**src/sv/sid_pkg.sv**
```systemverilog
package sid_pkg;

   typedef enum logic [1:0] {
      ST_IDLE,
      ST_RUN,
      ST_FIX
   } sid_state_type;

   // Control from the sequencer to the shift/subtract unit
   typedef struct packed {
      logic load;
      logic step;
   } sid_ctrl_type;

endpackage

```
**src/sv/sid_divcore.sv**
```systemverilog
module sid_divcore #(
   parameter int DATA_WIDTH = 32
) (
   input  logic                        clock,
   input  logic                        reset,
   input  sid_pkg::sid_ctrl_type       ctrl,
   input  logic [DATA_WIDTH-1:0]       dividend_mag,
   input  logic [DATA_WIDTH-1:0]       divisor_mag,
   output logic [DATA_WIDTH-1:0]       quotient_mag,
   output logic                        last
);
   import sid_pkg::*;

   localparam int CNT_W = $clog2(DATA_WIDTH);

   logic [DATA_WIDTH-1:0] rem_ff;
   logic [DATA_WIDTH-1:0] quo_ff;
   logic [DATA_WIDTH-1:0] dvs_ff;
   logic [CNT_W-1:0]      cnt_ff;

   logic [DATA_WIDTH-1:0] rem_shift;
   logic [DATA_WIDTH:0]   diff;

   // Remainder stays below the divisor, so its top bit is free for the shift
   assign rem_shift = {rem_ff[DATA_WIDTH-2:0], quo_ff[DATA_WIDTH-1]};
   assign diff      = {1'b0, rem_shift} - {1'b0, dvs_ff};

   always_ff @(posedge clock) begin
      if (ctrl.load) begin
         rem_ff <= '0;
         quo_ff <= dividend_mag;
         dvs_ff <= divisor_mag;
      end else if (ctrl.step) begin
         // Shift one dividend bit into the remainder, one quotient bit out
         rem_ff <= diff[DATA_WIDTH] ? rem_shift : diff[DATA_WIDTH-1:0];
         quo_ff <= {quo_ff[DATA_WIDTH-2:0], ~diff[DATA_WIDTH]};
      end
   end

   always_ff @(posedge clock) begin
      if (reset) begin
         cnt_ff <= '0;
      end else if (ctrl.load) begin
         cnt_ff <= CNT_W'(DATA_WIDTH - 1);
      end else if (ctrl.step && cnt_ff != '0) begin
         cnt_ff <= cnt_ff - 1'b1;
      end
   end

   assign quotient_mag = quo_ff;
   assign last         = (cnt_ff == '0);

endmodule

```
**src/sv/signed_integer_divider.sv**
```systemverilog
// Signed integer divider, quotient truncated toward zero.
//
// Request channel: req_numerator and req_denominator transfer when req_valid
// is high and req_stall is low. Response channel: rsp_quotient and
// rsp_div_by_zero transfer when rsp_valid is high and rsp_stall is low.
//
// One item is in work at a time. The request transfer edge loads the operand
// magnitudes into a restoring shift/subtract unit, which then produces one
// quotient bit per cycle until all DATA_WIDTH bits are done; a sign fix-up
// state follows and loads the result into the output register. req_stall
// drops in the cycle the result first shows on rsp_valid, and a new request
// can transfer while the previous result still waits.
//
// A zero divisor gives quotient zero with rsp_div_by_zero set. The most
// negative dividend over minus one saturates to the largest positive value.
// If the receiver stalls, the result holds in the output register and the
// fix-up stage waits until that register frees up.
// Synchronous reset returns to idle with no response pending.
module signed_integer_divider #(
   parameter int DATA_WIDTH = 32
) (
   input  logic                          clock,
   input  logic                          reset,
   input  logic                          req_valid,
   output logic                          req_stall,
   input  logic signed [DATA_WIDTH-1:0]  req_numerator,
   input  logic signed [DATA_WIDTH-1:0]  req_denominator,
   output logic                          rsp_valid,
   input  logic                          rsp_stall,
   output logic signed [DATA_WIDTH-1:0]  rsp_quotient,
   output logic                          rsp_div_by_zero
);
   import sid_pkg::*;

   sid_state_type state_ff, state_in;
   sid_ctrl_type  ctrl;

   logic req_xfer;
   logic out_free;
   logic out_load;
   logic last;

   logic [DATA_WIDTH-1:0] num_mag;
   logic [DATA_WIDTH-1:0] den_mag;
   logic [DATA_WIDTH-1:0] quo_mag;
   logic [DATA_WIDTH-1:0] result;

   logic                  neg_ff;
   logic                  dz_ff;
   logic                  rsp_valid_ff;
   logic [DATA_WIDTH-1:0] quo_out_ff;
   logic                  dz_out_ff;

   assign req_xfer = req_valid && !req_stall;
   assign out_free = !rsp_valid_ff || !rsp_stall;

   // Magnitudes; the most negative value maps to 2**(DATA_WIDTH-1) unsigned
   assign num_mag = req_numerator[DATA_WIDTH-1]   ? -req_numerator   : req_numerator;
   assign den_mag = req_denominator[DATA_WIDTH-1] ? -req_denominator : req_denominator;

   sid_divcore #(
      .DATA_WIDTH(DATA_WIDTH)
   ) u_divcore (
      .clock        (clock),
      .reset        (reset),
      .ctrl         (ctrl),
      .dividend_mag (num_mag),
      .divisor_mag  (den_mag),
      .quotient_mag (quo_mag),
      .last         (last)
   );

   always_ff @(posedge clock) begin
      if (reset) begin
         state_ff <= ST_IDLE;
      end else begin
         state_ff <= state_in;
      end
   end

   always_comb begin
      state_in  = state_ff;
      ctrl      = '0;
      req_stall = 1'b1;
      out_load  = 1'b0;
      unique case (state_ff)
         ST_IDLE: begin
            req_stall = 1'b0;
            if (req_valid) begin
               ctrl.load = 1'b1;
               state_in  = ST_RUN;
            end
         end
         ST_RUN: begin
            ctrl.step = 1'b1;
            if (last) begin
               state_in = ST_FIX;
            end
         end
         ST_FIX: begin
            // Hold here until the output register can take the result
            if (out_free) begin
               out_load = 1'b1;
               state_in = ST_IDLE;
            end
         end
         default: begin
            state_in = ST_IDLE;
         end
      endcase
   end

   // Capture sign and zero-divisor flag with the operands
   always_ff @(posedge clock) begin
      if (req_xfer) begin
         neg_ff <= req_numerator[DATA_WIDTH-1] ^ req_denominator[DATA_WIDTH-1];
         dz_ff  <= (req_denominator == '0);
      end
   end

   // Sign fix-up: negate, saturate the lone positive overflow, or force zero
   always_comb begin
      if (dz_ff) begin
         result = '0;
      end else if (neg_ff) begin
         result = -quo_mag;
      end else if (quo_mag[DATA_WIDTH-1]) begin
         result = {1'b0, {(DATA_WIDTH-1){1'b1}}};
      end else begin
         result = quo_mag;
      end
   end

   always_ff @(posedge clock) begin
      if (reset) begin
         rsp_valid_ff <= 1'b0;
      end else if (out_load) begin
         rsp_valid_ff <= 1'b1;
      end else if (!rsp_stall) begin
         rsp_valid_ff <= 1'b0;
      end
   end

   always_ff @(posedge clock) begin
      if (out_load) begin
         quo_out_ff <= result;
         dz_out_ff  <= dz_ff;
      end
   end

   assign rsp_valid       = rsp_valid_ff;
   assign rsp_quotient    = quo_out_ff;
   assign rsp_div_by_zero = dz_out_ff;

endmodule

```
**config.mk**
```make
export PLATFORM = sky130hd
export DESIGN_NAME = signed_integer_divider
export DESIGN_NICKNAME = d
export VERILOG_FILES = /design/src/sv/sid_pkg.sv /design/src/sv/sid_divcore.sv /design/src/sv/signed_integer_divider.sv
export SDC_FILE = /design/constraint.sdc
export NUM_CORES = 1
export LEC_CHECK = 0
export ABC_CLOCK_PERIOD_IN_PS = 8700
export BUFFER_PORTS_ARGS = -buffer_cell sky130_fd_sc_hd__buf_4
export CELL_PAD_IN_SITES_DETAIL_PLACEMENT = 0
export CELL_PAD_IN_SITES_GLOBAL_PLACEMENT = 1
export CORE_ASPECT_RATIO = 1.4
export CORE_MARGIN = 10
export CORE_UTILIZATION = 49
export CTS_CLUSTER_SIZE = 30
export DETAILED_ROUTE_END_ITERATION = 6
export HOLD_SLACK_MARGIN = 0.05
export PLACE_DENSITY_LB_ADDON = 0.1
export SETUP_SLACK_MARGIN = 0.05
export SYNTH_ARGS = -nofsm -noshare
export SYNTH_HDL_FRONTEND = slang
export SYNTH_SLANG_ARGS = --single-unit
```
**constraint.sdc**
```tcl
create_clock -name clock -period 8.7 [get_ports clock]
set_input_delay 1.305 -clock clock [delete_from_list [all_inputs] [get_ports clock]]
set_output_delay 1.305 -clock clock [all_outputs]
set_load 0.005 [all_outputs]
```
=== After elaboration in Yosys (flattened, before gate mapping) ===
Cells that the tools add are included.

* Output and inout port bits: 35
* Flip-flop bits (word level): 138

* Mux-type cells: 21
* Add/sub/neg operators: 5
* Reduce and logical (&&, ||, !) cells: 12
* Bitwise operators: 2
* Equality and inequality tests: 6

{| class="wikitable"
|+ Operators by type and width
! cell !! count
|-
| $mux W32 || 4
|-
| $neg A32 Y32 || 3
|-
| $mux W31 || 3
|-
| $sub A32 B32 Y33 || 1
|-
| $logic_not A32 Y1 || 1
|-
| $mux W5 || 2
|-
| $mux W1 || 8
|-
| $mux W2 || 3
|-
| $ne A2 B2 Y1 const B || 3
|-
| $pmux W2 S3 || 1
|-
| $logic_not A5 Y1 || 1
|-
| $reduce_bool A5 Y1 || 1
|-
| $sub A5 B1 Y5 const B || 1
|-
| $reduce_bool A2 Y1 || 2
|-
| $reduce_and A3 Y1 || 1
|-
| $eq A2 B1 Y1 const B || 1
|-
| $eq A2 B2 Y1 const B || 1
|-
| $logic_and A1 B1 Y1 || 2
|-
| $logic_not A1 Y1 || 2
|-
| $logic_not A2 Y1 || 1
|-
| $ne A2 B1 Y1 const B || 1
|-
| $logic_or A1 B1 Y1 || 1
|-
| $not A1 Y1 || 1
|-
| $xor A1 B1 Y1 || 1
|}

=== Longest topological paths before layout ===
* Depth after elaboration: 5
* Gate-level depth with buffers: 14
* Gate-level depth less buffers: 12

=== By module ===
Synthesis repeated with hierarchy kept, for this count alone.

* Cells, all modules: 1027
* Area total of the unflattened synthesis: 9664.3 um^2

{| class="wikitable"
|+ Modules (own cells, without submodules)
! module !! times used !! area an instance (um^2) !! cells each
|-
| sid_divcore || 1 || 5735.5 || 569
|-
| signed_integer_divider || 1 || 3928.8 || 458
|}

=== Worst setup path after synthesis ===
OpenSTA, ideal clock, no wires.

* Kind: in2reg
* Start point: input req_denominator[13]
* End point: register u_divcore.dvs_ff[27] (data pin)
* Data arrival time: 3.426 ns
* Path buffers: 0
* Library setup time: 0.263 ns
* Stages on the path: 8
* Slack: 5.011 ns
* Cell sequence: or4_4 or3_4 or3_4 nor2_4 nand3_2 or3_4 o41ai_2 xnor2_1

* Longest elaborated chain between the ends: 2

{| class="wikitable"
|+ Ends and longest elaborated chain
! what !! RTL line !! text
|-
| start, declared || signed_integer_divider.sv:27 || <nowiki>input logic signed [DATA_WIDTH-1:0] req_denominator,</nowiki>
|-
| $neg A32 Y32 || signed_integer_divider.sv:59 || <nowiki>assign den_mag = req_denominator[DATA_WIDTH-1] ? -req_denominator : req_denominator;</nowiki>
|-
| $mux W31 || signed_integer_divider.sv:59 ||
|-
| net den_mag[27] || signed_integer_divider.sv:44 || <nowiki>logic [DATA_WIDTH-1:0] den_mag;</nowiki>
|-
| end signal, assigned || sid_divcore.sv:32 || <nowiki>dvs_ff <= divisor_mag;</nowiki>
|-
| end, declared || sid_divcore.sv:18 || <nowiki>logic [DATA_WIDTH-1:0] dvs_ff;</nowiki>
|}

The timed path passes the listed nets, and every way through them passes these cells.
A chain may end at the register's enable or synchronous reset.

=== Worst setup path after layout ===
* Start point: register u_divcore.quo_ff[31], in the netlist u_divcore.quotient_mag[31]
* End point: register u_divcore.rem_ff[4]

* Longest elaborated chain between the ends: 2

{| class="wikitable"
|+ Ends and longest elaborated chain
! what !! RTL line !! text
|-
| start, declared || sid_divcore.sv:17 || <nowiki>logic [DATA_WIDTH-1:0] quo_ff;</nowiki>
|-
| start signal, assigned || sid_divcore.sv:31 || <nowiki>quo_ff <= dividend_mag;</nowiki>
|-
| start signal, assigned || sid_divcore.sv:36 || <nowiki>quo_ff <= {quo_ff[DATA_WIDTH-2:0], ~diff[DATA_WIDTH]};</nowiki>
|-
| $sub A32 B32 Y33 || sid_divcore.sv:26 || <nowiki>assign diff = {1'b0, rem_shift} - {1'b0, dvs_ff};</nowiki>
|-
| $mux W31 || sid_divcore.sv:35 || <nowiki>rem_ff <= diff[DATA_WIDTH] ? rem_shift : diff[DATA_WIDTH-1:0];</nowiki>
|-
| end signal, assigned || sid_divcore.sv:35 ||
|-
| end, declared || sid_divcore.sv:16 || <nowiki>logic [DATA_WIDTH-1:0] rem_ff;</nowiki>
|}

No other way between the ends.

==> implementation parameters <==
Parameter                              Value

Status
  Result of the run    finished, final reports clean

Synth
  Synthesized area divided by synthesized cell count    9.08 um2
  Main flop type after synthesis    sky130_fd_sc_hd__edfxtp_1
  Synth cell types    66
  Dominant cell type by area after synthesis    sky130_fd_sc_hd__edfxtp_1
  Ys async rst share    0%
  Number of register bits inferred by synthesis    138
  Combined area of all synthesized cells    between 8000 and 9000 um2
  Synthesis Warnings    0
  Synth top area cells    sky130_fd_sc_hd__edfxtp_1, sky130_fd_sc_hd__dfxtp_1, sky130_fd_sc_hd__ha_1
  Post-synth EDFFs    99
  Mapped Nets    1093
  Commonest cells in the synthesized netlist    sky130_fd_sc_hd__nand2_1, sky130_fd_sc_hd__edfxtp_1, sky130_fd_sc_hd__o21ai_0
  Area share of the leading cell type in the synthesized netlist    33.2%
  Post-synthesis sequential area ratio    41.9%
  Most used standard cell by instance count after synthesis    sky130_fd_sc_hd__nand2_1
  Instance count of the mapped netlist    987

Setup path
  Highest net fanout along the worst path    11
  Critical path, cell by cell    inv_1, ha_1, fa_1, nand2b_1, a21oi_2, o2111ai_1, a2111oi_2, nor2_1, a221o_1, o21ai_2, buf_4, mux2i_1, o21ai_0
  Critical Path AT    between 4000 and 5000 ps
  Delay of the slowest cell on the worst path    ~520 ps
  CP endpoint kind    flop
  Critical-path cell with the highest stage delay    sky130_fd_sc_hd__o21ai_2
  Number of buffers and inverters on the critical path    2
  Cell family with most CP delay    compound AO/OA/AOI/OAI gates
  Kind of start point of the critical path    flop
  Setup CP Type    flop to flop
  Required time of the critical path    8970 ps

Placed design
  Half-perimeter wire length after placement    17300 um
  Worst slack at placement    approximately 4500 ps
  Final weighted congestion of routability-driven global placement    0.873
  Number of port buffers    102

STA
  Setup Viol. Count Final    0
  Final Max Tran Viols    0
  Final Skew    approximately 11 ps
  Post-route setup slack    roughly 4600 ps
  Share of the clock period used by the worst path after layout    47.5%
  Least-Margin Pin Slew    1090 ps
  Min Hold Slack    between 400 and 500 ps
  Setup Total Neg Slack    0 ps
  Upper clock frequency limit    0.242 GHz
  Setup repair after global routing missed its margin    false
  Number of hold violations in the final report    0
  Final period demand of the worst path    4130 ps
  Max-Slew Margin vs Limit    between 20% and 30%

Pwr
  Static Leakage    0.00404 uW
  Total power of the final layout    about 1900 uW
  Max IR drop VDD    around 0.14 mV
  Power density over the cells    between 150 and 200 nW/um2

Global routing
  First-pass GRT wire length    37400 um
  Maximum number of pins on one net before global-route repair    70
  Via count of the first global-routing pass    roughly 7400
  Overflow left after global routing    0
  Number of antenna violations at the first check in global routing    0
  Tot GR Track Use    19.1%

Drt
  Detailed Route WL    23200 um
  Routed vias    7509
  Routed wirelength normalized by instance count    17.5 um
  Length of the first detailed-routing pass in iterations    5
  Number of routed nets with antenna violations    0
  Vias per inst    5.68
  Detailed Route Iter0 Violations    582
  Drc violations    0

Die
  # rows    58
  Number of placed I/O pins    between 100 and 150
  Die height    approximately 180 um
  Standard cell core area    roughly 18000 um2
  Area of the die    ~24000 um2
  Starting density of the core    49.8%
  X dimension of the die    134 um

CTS
  CTS buffer count    17
  Clock tree from TritonCTS    done
  Clock insertion delay at the later pin of the skew report    420 ps
  Level count of the clock H-tree    4
  Root Buffer Master    sky130_fd_sc_hd__clkbuf_16
  CTS Buffer Depth    2
  Clock-pin slew on the worst setup and hold paths    60 ps
  Post-cts resize count    0
  Hold bufs inserted after CTS    0
  Post-CTS setup buffer count    0
  CTS sink count    138

Cells and area
  Ant diodes    0
  Net count of the finished layout    around 1200
  Ratio of cells with drive above 1 in the final layout    around 16%
  Number of filler instances in the final layout    between 1500 and 2000
  Post-synthesis to final-layout area growth    17.4%

Min path
  HP Class    flop to flop

Run
  Reported max-cap violation count    0
-- layer usage --
layer / up-vias / share of wire [%] / track usage, %
met2: 148 / 54 / 34.7
li1: 3817 / - / -
met3: 38 / 2.6 / 2.85
met4: 0 / 3.4 / 8.47
met5: - / 0 / 0
met1: 3506 / 40 / 21.1
-- sequential cells by signal (all words and copies together) (netlist names) --
| signal | cells |
|---|---|
| rsp_quotient | 32 |
| rsp_valid | 1 |
| u_divcore.cnt_ff | 5 |
| u_divcore.dvs_ff | 32 |
| u_divcore.rem_ff | 31 |
| u_divcore.quotient_mag | 32 |
| dz_ff | 1 |
| neg_ff | 1 |
| rsp_div_by_zero | 1 |
| state_ff | 2 |
-- metrics by stage --
step           std cells  area [um2]  util (%)
6_report            1323       10500      58.4
5_1_grt             1323       10500      58.4
4_1_cts             1323       10500      58.4
3_5_place_dp        1291        9930      55.2
3_3_place_gp        1291        9930      55.2
2_1_floorplan        987        8960         -
-- final timing paths --
kind / slack [ps] / endpoint / depth (start not counted) / from
worst max-delay path: 4570 / u_divcore.rem_ff[4] / 13 / u_divcore.quotient_mag[31]
worst min register to register: 470 / u_divcore.rem_ff[30] / 2 / u_divcore.rem_ff[30]
worst min-delay path: 470 / u_divcore.rem_ff[30] / 2 / u_divcore.rem_ff[30]
worst max register to register: 4570 / u_divcore.rem_ff[4] / 13 / u_divcore.quotient_mag[31]
-- cells by family after synthesis --
kind of cell,synth area share [%]
flip-flops,41.9
AO/OA/AOI/OAI,20.5
multiplexers,2.03
buffers and inverters,4.53
adder cells (fa/ha/maj),5.39
XOR/XNOR,8.90
AND/OR/NAND/NOR,16.7
-- layout make-up --
type | instances | area (um2) | share of cell area [%]
tap | 240 | 300 | 2.85
sequential | 138 | 3750 | 35.7
clock inverter | 14 | 161 | 1.53
timing repair buffer | 113 | 848 | 8.06
inverter | 55 | 206 | 1.96
clock buffer | 18 | 429 | 4.08
multi-input combinational | 745 | 4820 | 45.8
-- placed cells by master (no fill, tap or decap), types with 13 or more instances in the layout --
cell type | synthesis | final
sky130_fd_sc_hd__o21ai_0 | 89 | 89
sky130_fd_sc_hd__a21oi_1 | 55 | 54
sky130_fd_sc_hd__nand3_1 | 26 | 26
sky130_fd_sc_hd__nor2_1 | 72 | 71
sky130_fd_sc_hd__xor2_1 | 44 | 44
sky130_fd_sc_hd__inv_1 | 55 | 55
sky130_fd_sc_hd__mux2i_1 | 17 | 17
sky130_fd_sc_hd__o311ai_0 | 13 | 13
sky130_fd_sc_hd__nand2b_1 | 13 | 13
sky130_fd_sc_hd__o31ai_1 | 20 | 20
sky130_fd_sc_hd__buf_4 | 1 | 113
sky130_fd_sc_hd__clkbuf_16 | 0 | 17
sky130_fd_sc_hd__xnor2_1 | 47 | 47
sky130_fd_sc_hd__nor3_1 | 32 | 32
sky130_fd_sc_hd__a31oi_1 | 15 | 15
sky130_fd_sc_hd__dfxtp_1 | 39 | 39
sky130_fd_sc_hd__ha_1 | 37 | 37
sky130_fd_sc_hd__nand2_1 | 116 | 115
sky130_fd_sc_hd__edfxtp_1 | 99 | 99
-- worst reg2reg max path: stages, from the launching register on --
cell                        delay (ps)
sky130_fd_sc_hd__edfxtp_1          360
sky130_fd_sc_hd__inv_1             110
sky130_fd_sc_hd__ha_1              240
sky130_fd_sc_hd__fa_1              400
sky130_fd_sc_hd__nand2b_1          190
sky130_fd_sc_hd__a21oi_2           170
sky130_fd_sc_hd__o2111ai_1         220
sky130_fd_sc_hd__a2111oi_2         510
sky130_fd_sc_hd__nor2_1            190
sky130_fd_sc_hd__a221o_1           360
sky130_fd_sc_hd__o21ai_2           520
sky130_fd_sc_hd__buf_4             360
sky130_fd_sc_hd__mux2i_1           230
sky130_fd_sc_hd__o21ai_0           120
-- report_power, final --
group          internal, uW  leakage (uW)  switching [uW]
sequential              787       0.00126            52.0
clock                   429      0.000284             299
combinational           149       0.00249             222
total                  1370       0.00404             573
No activity file was read; power rests on OpenSTA's default activity.
